[src/design/cpsp_pkg.sv]
// ----------------------------------------------------------------------------
// cpsp_pkg
// Shared types, constants and arithmetic helpers for the cascaded
// position/speed PID controller.
// ----------------------------------------------------------------------------
package cpsp_pkg;

    localparam int DATA_W      = 16;
    localparam int DIFF_W      = DATA_W + 1;
    localparam int PROD_W      = DATA_W + DIFF_W;
    localparam int ACC_W       = PROD_W + 3;
    localparam int FRAC_W      = 8;
    localparam int WIDE_W      = ACC_W - FRAC_W;
    localparam int DRIVE_W     = 10;
    localparam int CFG_ADDR_W  = 3;
    localparam int S_TDATA_W   = 48;
    localparam int M_TDATA_W   = 32;
    localparam int DRIVE_LIMIT_DEF = 340;

    typedef enum logic [CFG_ADDR_W-1:0] {
        REG_POS_KP = 3'd0,
        REG_POS_KI = 3'd1,
        REG_POS_KD = 3'd2,
        REG_SPD_KP = 3'd3,
        REG_SPD_KD = 3'd4
    } reg_idx_t;

    typedef enum logic [2:0] {
        MUL_POS_KP = 3'd0,
        MUL_POS_KD = 3'd1,
        MUL_POS_KI = 3'd2,
        MUL_SPD_KP = 3'd3,
        MUL_SPD_KD = 3'd4
    } mul_sel_t;

    typedef enum logic [1:0] {
        ACC_HOLD = 2'd0,
        ACC_LOAD = 2'd1,
        ACC_ADD  = 2'd2
    } acc_op_t;

    typedef struct packed {
        logic     load_in;
        logic     pos_err;
        logic     mul_en;
        mul_sel_t mul_sel;
        acc_op_t  acc_op;
        logic     pos_commit;
        logic     spd_err;
        logic     out_load;
    } cmd_t;

    typedef struct packed {
        logic out_free;
    } sts_t;

    function automatic logic signed [DATA_W-1:0] sat16(input logic signed [WIDE_W-1:0] v);
        if (v > WIDE_W'(32767)) begin
            return 16'sh7fff;
        end else if (v < -WIDE_W'(32768)) begin
            return 16'sh8000;
        end
        return v[DATA_W-1:0];
    endfunction

    // divide by 256, rounding toward zero
    function automatic logic signed [WIDE_W-1:0] trunc_q8(input logic signed [ACC_W-1:0] v);
        logic signed [ACC_W-1:0] t;
        t = v + (v[ACC_W-1] ? ACC_W'(255) : ACC_W'(0));
        return t[ACC_W-1:FRAC_W];
    endfunction

endpackage

[src/design/cascaded_position_speed_pid.sv]
// Requests are taken one at a time: a new request is accepted only in idle, after
// the previous one has run its position steps (with run_outer set) and speed steps,
//   set by the sequence of multiplies through the one shared 16x17 multiplier.
// A finished result waits in the output register while the next request runs.
// Reset (aresetn low, synchronous) clears gains, loop state and setpoint to 0.
// ----------------------------------------------------------------------------
// cascaded_position_speed_pid
// One-axis cascade: position PID producing a speed setpoint, followed by a
// speed PD producing a clamped drive command.
// ----------------------------------------------------------------------------
module cascaded_position_speed_pid #(
    parameter int DRIVE_LIMIT = cpsp_pkg::DRIVE_LIMIT_DEF
) (
    input  logic                                aclk,
    input  logic                                aresetn,
    input  logic                                cfg_we,
    input  logic [cpsp_pkg::CFG_ADDR_W-1:0]     cfg_addr,
    input  logic [cpsp_pkg::DATA_W-1:0]         cfg_wdata,
    input  logic                                s_tvalid,
    output logic                                s_tready,
    // target_position, measured_position, measured_speed
    input  logic [cpsp_pkg::S_TDATA_W-1:0]      s_tdata,
    // run_outer
    input  logic                                s_tuser,
    output logic                                m_tvalid,
    input  logic                                m_tready,
    // drive, speed_target, zero pad
    output logic [cpsp_pkg::M_TDATA_W-1:0]      m_tdata,
    // drive_clamped
    output logic                                m_tuser
);

    cpsp_pkg::cmd_t cmd;
    cpsp_pkg::sts_t sts;

    cpsp_ctrl u_ctrl (
        .aclk         (aclk),
        .aresetn      (aresetn),
        .in_valid     (s_tvalid),
        .in_run_outer (s_tuser),
        .in_ready     (s_tready),
        .sts          (sts),
        .cmd          (cmd)
    );

    cpsp_dp #(
        .DRIVE_LIMIT (DRIVE_LIMIT)
    ) u_dp (
        .aclk         (aclk),
        .aresetn      (aresetn),
        .cfg_we       (cfg_we),
        .cfg_addr     (cfg_addr),
        .cfg_wdata    (cfg_wdata),
        .in_data      (s_tdata),
        .in_run_outer (s_tuser),
        .cmd          (cmd),
        .sts          (sts),
        .out_valid    (m_tvalid),
        .out_ready    (m_tready),
        .out_data     (m_tdata),
        .out_clamped  (m_tuser)
    );

endmodule

[src/design/cpsp_ctrl.sv]
// ----------------------------------------------------------------------------
// cpsp_ctrl
// Sequencer for the cascade: position PID (optional) then speed PD, issuing
// its shared-multiplier operations to the datapath in sequence.
// ----------------------------------------------------------------------------
module cpsp_ctrl (
    input  logic              aclk,
    input  logic              aresetn,
    input  logic              in_valid,
    input  logic              in_run_outer,
    output logic              in_ready,
    input  cpsp_pkg::sts_t    sts,
    output cpsp_pkg::cmd_t    cmd
);

    typedef enum logic [11:0] {
        ST_IDLE  = 12'b0000_0000_0001,
        ST_P_ERR = 12'b0000_0000_0010,
        ST_P_M0  = 12'b0000_0000_0100,
        ST_P_M1  = 12'b0000_0000_1000,
        ST_P_M2  = 12'b0000_0001_0000,
        ST_P_A   = 12'b0000_0010_0000,
        ST_P_CMT = 12'b0000_0100_0000,
        ST_S_ERR = 12'b0000_1000_0000,
        ST_S_M0  = 12'b0001_0000_0000,
        ST_S_M1  = 12'b0010_0000_0000,
        ST_S_A   = 12'b0100_0000_0000,
        ST_S_CMT = 12'b1000_0000_0000
    } state_t;

    state_t state_reg, state_next;

    assign in_ready = (state_reg == ST_IDLE);

    always_comb begin
        state_next  = state_reg;
        cmd         = '0;
        cmd.mul_sel = cpsp_pkg::MUL_POS_KP;
        cmd.acc_op  = cpsp_pkg::ACC_HOLD;
        case (state_reg)
            ST_IDLE: begin
                if (in_valid) begin
                    cmd.load_in = 1'b1;
                    state_next  = in_run_outer ? ST_P_ERR : ST_S_ERR;
                end
            end
            ST_P_ERR: begin
                cmd.pos_err = 1'b1;
                state_next  = ST_P_M0;
            end
            ST_P_M0: begin
                cmd.mul_en  = 1'b1;
                cmd.mul_sel = cpsp_pkg::MUL_POS_KP;
                state_next  = ST_P_M1;
            end
            ST_P_M1: begin
                cmd.mul_en  = 1'b1;
                cmd.mul_sel = cpsp_pkg::MUL_POS_KD;
                cmd.acc_op  = cpsp_pkg::ACC_LOAD;
                state_next  = ST_P_M2;
            end
            ST_P_M2: begin
                cmd.mul_en  = 1'b1;
                cmd.mul_sel = cpsp_pkg::MUL_POS_KI;
                cmd.acc_op  = cpsp_pkg::ACC_ADD;
                state_next  = ST_P_A;
            end
            ST_P_A: begin
                cmd.acc_op = cpsp_pkg::ACC_ADD;
                state_next = ST_P_CMT;
            end
            ST_P_CMT: begin
                cmd.pos_commit = 1'b1;
                state_next     = ST_S_ERR;
            end
            ST_S_ERR: begin
                cmd.spd_err = 1'b1;
                state_next  = ST_S_M0;
            end
            ST_S_M0: begin
                cmd.mul_en  = 1'b1;
                cmd.mul_sel = cpsp_pkg::MUL_SPD_KP;
                state_next  = ST_S_M1;
            end
            ST_S_M1: begin
                cmd.mul_en  = 1'b1;
                cmd.mul_sel = cpsp_pkg::MUL_SPD_KD;
                cmd.acc_op  = cpsp_pkg::ACC_LOAD;
                state_next  = ST_S_A;
            end
            ST_S_A: begin
                cmd.acc_op = cpsp_pkg::ACC_ADD;
                state_next = ST_S_CMT;
            end
            ST_S_CMT: begin
                if (sts.out_free) begin
                    cmd.out_load = 1'b1;
                    state_next   = ST_IDLE;
                end
            end
            default: begin
                state_next = ST_IDLE;
            end
        endcase
    end

    always_ff @(posedge aclk) begin
        if (!aresetn) begin
            state_reg <= ST_IDLE;
        end else begin
            state_reg <= state_next;
        end
    end

`ifndef SYNTH
    a_out_only_when_free: assert property (@(posedge aclk) disable iff (!aresetn)
        cmd.out_load |-> sts.out_free)
        else $error("result loaded while output register occupied");

    a_one_request_at_a_time: assert property (@(posedge aclk) disable iff (!aresetn)
        (in_valid && in_ready) |=> !in_ready)
        else $error("second request accepted while busy");
`endif

endmodule

[src/design/cpsp_dp.sv]
// ----------------------------------------------------------------------------
// cpsp_dp
// Datapath: gain registers, loop state, shared 16x17 multiplier with
// accumulator, saturation/clamp logic and the result register.
// ----------------------------------------------------------------------------
module cpsp_dp #(
    parameter int DRIVE_LIMIT = cpsp_pkg::DRIVE_LIMIT_DEF
) (
    input  logic                                aclk,
    input  logic                                aresetn,
    input  logic                                cfg_we,
    input  logic [cpsp_pkg::CFG_ADDR_W-1:0]     cfg_addr,
    input  logic [cpsp_pkg::DATA_W-1:0]         cfg_wdata,
    input  logic [cpsp_pkg::S_TDATA_W-1:0]      in_data,
    input  logic                                in_run_outer,
    input  cpsp_pkg::cmd_t                      cmd,
    output cpsp_pkg::sts_t                      sts,
    output logic                                out_valid,
    input  logic                                out_ready,
    output logic [cpsp_pkg::M_TDATA_W-1:0]      out_data,
    output logic                                out_clamped
);

    localparam int DW = cpsp_pkg::DATA_W;
    localparam int WW = cpsp_pkg::WIDE_W;
    localparam logic signed [WW-1:0] LIM     = WW'(DRIVE_LIMIT);
    localparam logic signed [WW-1:0] NEG_LIM = -WW'(DRIVE_LIMIT);

    logic signed [DW-1:0] pos_kp_reg, pos_ki_reg, pos_kd_reg, spd_kp_reg, spd_kd_reg;
    logic signed [DW-1:0] target_reg, meas_pos_reg, meas_spd_reg;
    logic                 run_outer_reg;
    logic signed [DW-1:0] pos_prev_reg, pos_sum_reg, spd_prev_reg, setpoint_reg;
    logic signed [DW-1:0] err_reg, err_next;
    logic signed [cpsp_pkg::DIFF_W-1:0] diff_reg, diff_next;
    logic signed [cpsp_pkg::PROD_W-1:0] prod_reg;
    logic signed [cpsp_pkg::ACC_W-1:0]  acc_reg, acc_next;
    logic signed [DW-1:0] mul_a;
    logic signed [cpsp_pkg::DIFF_W-1:0] mul_b;
    logic signed [WW-1:0] q_wide;
    logic signed [cpsp_pkg::DRIVE_W-1:0] drive_next;
    logic                 clamp_next;
    logic                 out_valid_reg;
    logic signed [cpsp_pkg::DRIVE_W-1:0] drive_reg;
    logic signed [DW-1:0] spd_tgt_reg;
    logic                 clamped_reg;

    always_ff @(posedge aclk) begin
        if (!aresetn) begin
            pos_kp_reg <= '0;
            pos_ki_reg <= '0;
            pos_kd_reg <= '0;
            spd_kp_reg <= '0;
            spd_kd_reg <= '0;
        end else if (cfg_we) begin
            case (cfg_addr)
                cpsp_pkg::REG_POS_KP: pos_kp_reg <= cfg_wdata;
                cpsp_pkg::REG_POS_KI: pos_ki_reg <= cfg_wdata;
                cpsp_pkg::REG_POS_KD: pos_kd_reg <= cfg_wdata;
                cpsp_pkg::REG_SPD_KP: spd_kp_reg <= cfg_wdata;
                cpsp_pkg::REG_SPD_KD: spd_kd_reg <= cfg_wdata;
                default: ;
            endcase
        end
    end

    always_ff @(posedge aclk) begin
        if (cmd.load_in) begin
            target_reg    <= in_data[DW-1:0];
            meas_pos_reg  <= in_data[2*DW-1:DW];
            meas_spd_reg  <= in_data[3*DW-1:2*DW];
            run_outer_reg <= in_run_outer;
        end
    end

    always_comb begin
        err_next  = err_reg;
        diff_next = diff_reg;
        if (cmd.pos_err) begin
            err_next  = cpsp_pkg::sat16(WW'(target_reg) - WW'(meas_pos_reg));
            diff_next = cpsp_pkg::DIFF_W'(err_next) - cpsp_pkg::DIFF_W'(pos_prev_reg);
        end else if (cmd.spd_err) begin
            err_next  = cpsp_pkg::sat16(WW'(setpoint_reg) - WW'(meas_spd_reg));
            diff_next = cpsp_pkg::DIFF_W'(err_next) - cpsp_pkg::DIFF_W'(spd_prev_reg);
        end
    end

    always_comb begin
        case (cmd.mul_sel)
            cpsp_pkg::MUL_POS_KP: begin
                mul_a = pos_kp_reg;
                mul_b = cpsp_pkg::DIFF_W'(err_reg);
            end
            cpsp_pkg::MUL_POS_KD: begin
                mul_a = pos_kd_reg;
                mul_b = diff_reg;
            end
            cpsp_pkg::MUL_POS_KI: begin
                mul_a = pos_ki_reg;
                mul_b = cpsp_pkg::DIFF_W'(pos_sum_reg);
            end
            cpsp_pkg::MUL_SPD_KP: begin
                mul_a = spd_kp_reg;
                mul_b = cpsp_pkg::DIFF_W'(err_reg);
            end
            cpsp_pkg::MUL_SPD_KD: begin
                mul_a = spd_kd_reg;
                mul_b = diff_reg;
            end
            default: begin
                mul_a = '0;
                mul_b = '0;
            end
        endcase
    end

    always_comb begin
        case (cmd.acc_op)
            cpsp_pkg::ACC_LOAD: acc_next = cpsp_pkg::ACC_W'(prod_reg);
            cpsp_pkg::ACC_ADD:  acc_next = acc_reg + cpsp_pkg::ACC_W'(prod_reg);
            default:            acc_next = acc_reg;
        endcase
    end

    assign q_wide = cpsp_pkg::trunc_q8(acc_reg);

    always_comb begin
        drive_next = q_wide[cpsp_pkg::DRIVE_W-1:0];
        clamp_next = 1'b0;
        if (q_wide >= LIM) begin
            drive_next = LIM[cpsp_pkg::DRIVE_W-1:0];
            clamp_next = 1'b1;
        end else if (q_wide <= NEG_LIM) begin
            drive_next = NEG_LIM[cpsp_pkg::DRIVE_W-1:0];
            clamp_next = 1'b1;
        end
    end

    always_ff @(posedge aclk) begin
        err_reg  <= err_next;
        diff_reg <= diff_next;
        acc_reg  <= acc_next;
        if (cmd.mul_en) begin
            prod_reg <= cpsp_pkg::PROD_W'(mul_a) * cpsp_pkg::PROD_W'(mul_b);
        end
    end

    always_ff @(posedge aclk) begin
        if (!aresetn) begin
            pos_prev_reg <= '0;
            pos_sum_reg  <= '0;
            spd_prev_reg <= '0;
            setpoint_reg <= '0;
        end else begin
            if (cmd.pos_commit) begin
                setpoint_reg <= cpsp_pkg::sat16(q_wide);
                pos_sum_reg  <= cpsp_pkg::sat16(WW'(pos_sum_reg) + WW'(err_reg));
                pos_prev_reg <= err_reg;
            end
            if (cmd.out_load) begin
                spd_prev_reg <= err_reg;
            end
        end
    end

    assign sts.out_free = !out_valid_reg || out_ready;

    always_ff @(posedge aclk) begin
        if (!aresetn) begin
            out_valid_reg <= 1'b0;
        end else if (cmd.out_load) begin
            out_valid_reg <= 1'b1;
        end else if (out_ready) begin
            out_valid_reg <= 1'b0;
        end
    end

    always_ff @(posedge aclk) begin
        if (cmd.out_load) begin
            drive_reg   <= drive_next;
            spd_tgt_reg <= setpoint_reg;
            clamped_reg <= clamp_next;
        end
    end

    assign out_valid   = out_valid_reg;
    assign out_data    = {{(cpsp_pkg::M_TDATA_W - cpsp_pkg::DRIVE_W - DW){1'b0}},
                          spd_tgt_reg, drive_reg};
    assign out_clamped = clamped_reg;

`ifndef SYNTH
    a_pos_commit_needs_outer: assert property (@(posedge aclk) disable iff (!aresetn)
        cmd.pos_commit |-> run_outer_reg)
        else $error("position state updated for a request without run_outer");

    a_clamp_value: assert property (@(posedge aclk) disable iff (!aresetn)
        (out_valid_reg && clamped_reg) |->
            (drive_reg == LIM[cpsp_pkg::DRIVE_W-1:0] ||
             drive_reg == NEG_LIM[cpsp_pkg::DRIVE_W-1:0]))
        else $error("clamp flag set without drive at the limit");
`endif

endmodule
[config.mk]
export PLATFORM = sky130hd
export DESIGN_NAME = cascaded_position_speed_pid
export DESIGN_NICKNAME = d
export VERILOG_FILES = /design/src/design/cpsp_pkg.sv /design/src/design/cascaded_position_speed_pid.sv /design/src/design/cpsp_ctrl.sv /design/src/design/cpsp_dp.sv
export SDC_FILE = /design/constraint.sdc
export NUM_CORES = 2
export LEC_CHECK = 0
export ABC_AREA = 1
export BUFFER_PORTS_ARGS = -buffer_cell sky130_fd_sc_hd__buf_2
export CORE_MARGIN = 2
export CORE_UTILIZATION = 56
export DETAILED_ROUTE_END_ITERATION = 6
export PLACE_DENSITY_LB_ADDON = 0.15
export SLEW_MARGIN = 30
export SYNTH_ARGS = -nofsm -noshare
export SYNTH_HDL_FRONTEND = slang
export SYNTH_HIERARCHICAL = 1
export SYNTH_SLANG_ARGS = --single-unit
[constraint.sdc]
create_clock -name aclk -period 9.51 [get_ports aclk]
set_input_delay 0.4755 -clock aclk [delete_from_list [all_inputs] [get_ports aclk]]
set_output_delay 0.4755 -clock aclk [all_outputs]
set_load 0.01 [all_outputs]
### After elaboration in Yosys (flattened, before gate mapping)

Cells that the tools add are included.
W data, S select, Z words.

* word-level logic and storage cells: 137
* register bits: 334
* output and inout bits: 35
* input bits: 73

* equality and inequality tests: 24
* mux-type cells: 55
* $mul: 1
* reductions and logical operators: 18
* add/subtract/negate cells: 7
* order comparisons: 10

Operators with widths (count)
* $mux W16: 17
* $pmux W12 S12: 1
* $gt A28 B16 Y1 const B: 4
* $lt A28 B16 Y1 const B: 4
* $pmux W16 S5: 1
* $pmux W36 S2: 1
* $sub A16 B16 Y17: 4
* $pmux W17 S3: 1
* $add A36 B33 Y36: 1
* $add A36 B36 Y36: 1
* $mux W17: 2
* $mul A16 B17 Y33: 1
* $ge A28 B10 Y1 const B: 1
* $le A28 B10 Y1 const B: 1
* $mux W1: 25
* $mux W12: 2
* $pmux W4 S5: 1
* $add A16 B16 Y17: 1
* $mux W8: 2
* $eq A12 B1 Y1 const B: 1
* $eq A12 B10 Y1 const B: 1
* $eq A12 B11 Y1 const B: 1
* $eq A12 B12 Y1 const B: 1
* $eq A12 B2 Y1 const B: 1
* 22 further kinds: 39

### Logic depth before layout (Yosys ltp)

* depth after elaboration: 12
* depth in mapped cells: 41
* depth with buffers taken out: 40

### By module

Netlist, hierarchy kept.

By module, submodules not included
* cpsp_dp: instances 1, area each 29981.3 um^2, seq. area each 8217.9 um^2, cells each 3800
* cpsp_ctrl: instances 1, area each 768.2 um^2, seq. area each 240.2 um^2, cells each 114

### Worst setup path after synthesis

OpenSTA, ideal clock, no wires.

* kind: reg-to-reg
* start: register u_ctrl.state_reg[7]
* end: register u_dp/prod_reg[31] (netlist bit), data pin
* buffers on the path: 0
* arrival time: 7.561 ns
* cell stages (with the launch flop): 35
* slack: 1.691 ns
* path through: dfxtp_1 > nor2_2 > nand2_4 > nor2_4 > nand2_1 > nand2_2 > inv_1 > nor3_2 > inv_2 > nand2_2 > a22o_1 > a21oi_1 > nor2_4 > inv_1 > nor2_1 > inv_1 > fa_1 > inv_1 > fa_1 > fa_1 > fa_1 > fa_1 > inv_1 > fa_1 > inv_1 > ha_1 > a21oi_1 > o21ai_0 > a21oi_1 > nand3_1 > a21oi_1 > nor2_1 > o21ai_0 > nand2_1 > xor2_1

RTL lines
* start: declaration: RTL line cpsp_ctrl.sv:31 `state_t state_reg, state_next;`
* start signal: assignment: RTL line cpsp_ctrl.sv:111 `state_reg <= state_next;`
* end signal: assignment: RTL line cpsp_dp.sv:143 `prod_reg <= cpsp_pkg::PROD_W'(mul_a) * cpsp_pkg::PROD_W'(mul_b);`
* end: declaration: RTL line cpsp_dp.sv:35 `logic signed [cpsp_pkg::PROD_W-1:0] prod_reg;`

==> results.md <==
* Status: complete, but fails checks
* Failing checks: design-rule violations
* Distinct cells, synth at 57
* Global Route Usage Sum at 0.287
* Sink Count at 334
* Initial DRT Pass Iterations at 7
* GR Util met3 at 0.0477
* Reg area at 8460 um^2
* Layout area overhead at 8.15%
* Total negative slack at 0 ns
* CTS tree: yes
* Pwr Density at 129 nW/um^2
* Max reg flops at 36
* Fin crit share at 0.909
* RSZ-0062 raised after global routing: false
* DIE AREA at 56800 um^2
* Yosys synthesis warning count at 6
* Worst Clk Skew at 0.0253 ns
* Startpoint Class: flip-flop
* Met2 usage at 0.466
* CP required at 9.83 ns
* Final core occ at 0.616
* GRT overflow at 0
* Initial DRC count at around 2000
* Core footprint at 54000 um^2
* Clk pin slew, worst setup/hold paths at 0.06 ns
* Max-Cap Viols at 0
* I/O Buffers at ~100
* CP Class: flip-flop to flip-flop
* Die span in x at approximately 240 um
* Endpoint class of the critical path: flip-flop
* Post-CTS Setup Bufs at 0
* Most used routing layer: met2
* Mean post-synth cell area at 7.86 um^2
* Critical Path Fanout Max at 15
* Final nets at 4563
* Number of synthesized flops with an enable pin at 177
* Synth top area cells: fa_1, edfxtp_1, dfxtp_1
* Largest net degree at the start of global routing at about 110
* Fill count at 4980
* Total Power at about 4.3 mW
* Post-synthesis cell count at 3914
* Synthesis-stage register bit count at ~330
* WL final at roughly 80000 um
* Clock Latency Late Sink at 0.58 ns
* Final Hold Vio Count at 0
* Slowest stage cell on the critical path: fa_2
* Pleak at 16.0 nW
* Predominant post-synthesis flop cell: edfxtp_1
* N_diodes at 0
* Initial antenna violation count at 0
* Bufs on Longest Clock Path at 3
* Max Fclk at 116 MHz
* GPL Wtd Cong at 0.959
* Initial Util at 0.569
* Worst Hold Class: input pin to flip-flop
* Dpl hpwl at 63100 um
* Async SR Flop Fraction at 0
* Maximum vdd ir drop at around 0.18 mV
* First-pass GRT wire length at 129000 um
* Ratio of cells with drive above 1 in the final layout at 0.0704
* Vias in the first global route at 24550
* Met1 Use GR at 0.399
* Multi-input gate area at 19100 um^2
* CP most frequent cell: inv_1
* Synth area leader: fa_1
* Routed len/inst at between 15 and 20 um
* Row cnt at 85
* Period minus WS final at 8.65 ns
* DIE HEIGHT at about 240 um
* Rel. slew slack at 0.366
* Clk root buf: clkbuf_16
* Netlist Area Pre-Place at 30700 um^2
* Worst-Margin Slew at 0.947 ns
* Top-area cell type share of the netlist area at 0.184
* WP data arrival at around 9.0 ns
* Vias post-DR at 25576
* Drt drc at 10
* # IOs at between 100 and 150
* Max-slew violations at 0
* Slowest stage delay, CP at 0.76 ns
* Drt via density at 5.41
* Remaining antenna violation count after routing at 0
* H-tree levels at 2
* CTS Buf Count at 39
* Post-synthesis sequential area ratio at 0.275
* Setup-failing EPs final at 0
critical path, delay by kind of cell, from the launching register on:
kind / cells / cell delay, ns
simple gates: 12 / 2.08
xor+xnor: 1 / 0.14
compound gates: 7 / 1.08
fa+ha+maj: 7 / 3.81
flops: 1 / 0.32
buf+inv: 8 / 0.93
report_power, final:
group | switching [mW] | total (mW) | leakage (nW) | internal (mW)
Combinational | 0.797 | 1.23 | 12.5 | 0.438
Clock | 0.623 | 1.45 | 0.599 | 0.830
Sequential | 0.0209 | 1.61 | 2.93 | 1.59
cell usage in the layout, fill, tap and decap left out, drive strengths merged, types with 12 or more instances in the layout:
cell type	Yosys	layout
a21o	12	12
a21oi	277	277
a221oi	28	28
a31oi	16	16
buf	24	137
clkbuf	72	55
clkinv	3	14
dfxtp	157	157
edfxtp	177	177
fa	282	282
ha	207	207
inv	739	742
nand2	735	735
nand3	144	144
nand4	24	24
nor2	467	467
nor3	45	45
o21ai	296	296
o22ai	15	15
or2	18	18
xnor2	53	53
xor2	53	53
stage by stage:
stage	instance area [um^2]	cells	worst slack (ns)	hold WS (ns)
final	33300	4728	0.861	0.0730
after global routing	33300	4728	0.195	0.0434
after CTS	33300	4728	0.692	0.0382
after detailed placement	32000	4656	0.752	0.440
after global placement	32000	4656	0.905	0.434
after floorplan	30800	3919	1.69	0.424
logic make-up (layout without fill, tap and decap cells):
family | count (synthesis) | after routing | share of synthesized area
fa+ha+maj | 489 | 489 | 0.268
simple gates | 1457 | 1457 | 0.199
compound gates | 688 | 688 | 0.124
mux | 1 | 1 | 0.000326
flops | 334 | 334 | 0.275
other cells | 1 | 6 | 0.000122
buf+inv | 838 | 951 | 0.104
xor+xnor | 106 | 106 | 0.0302
synthesized netlist by cell type (7+ instances only):
cell type / number
buf_4: 8
ha_1: 207
clkbuf_1: 72
a221oi_2: 7
a31oi_1: 16
a21oi_1: 274
nand3b_1: 8
inv_2: 8
buf_2: 12
o21bai_1: 10
nand2_1: 719
nor2_1: 451
nand3_1: 138
nor2_2: 9
o21ai_0: 292
xor2_1: 53
a21o_1: 12
nand2_2: 12
xnor2_1: 53
or2_2: 18
edfxtp_1: 177
o211ai_1: 7
o21a_1: 9
dfxtp_1: 157
a221oi_1: 21
and2_1: 10
o22ai_1: 15
nor3_1: 40
fa_1: 282
inv_1: 731
nand4_1: 22
final timing paths:
check | from | to | slack, ns | cells after the start
setup / recovery | u_ctrl/state_reg[0]$_SDFFE_PN1P_ | u_dp/prod_reg[31]$_DFFE_PP_ | 0.86 | 35
hold / removal | s_tdata[27] | u_dp/meas_pos_reg[11]$_DFFE_PP_ | 0.07 | 1
setup reg to reg | u_ctrl/state_reg[0]$_SDFFE_PN1P_ | u_dp/prod_reg[31]$_DFFE_PP_ | 0.86 | 35
hold reg to reg | u_dp/spd_kp_reg[1]$_SDFFE_PN0P_ | u_dp/spd_kp_reg[1]$_SDFFE_PN0P_ | 0.45 | 2
routing by layer:
metal  vias to the layer above  wire [um]  share of wire
li1                      12636          -              -
met1                     11935      35700           0.45
met4                         0       2310          0.029
met2                       858      36300           0.45
met3                       147       5650          0.071
met5                         -          0              0
layout make-up:
type,instances,share of cell area
Timing Repair Buffer,137,0.0234
Sequential cell,334,0.254
Inverter,742,0.0838
Clock inverter,17,0.00474
Multi-Input combinational cell,2747,0.575
Tap cell,696,0.0262
Clock buffer,55,0.0324
what timing repair did:
action | CTS | global route
hold buffers | 0 | 0
gates resized for setup | 0 | 1
endpoints found under the setup margin | 0 | 1
(Power assumes the default switching activity.)
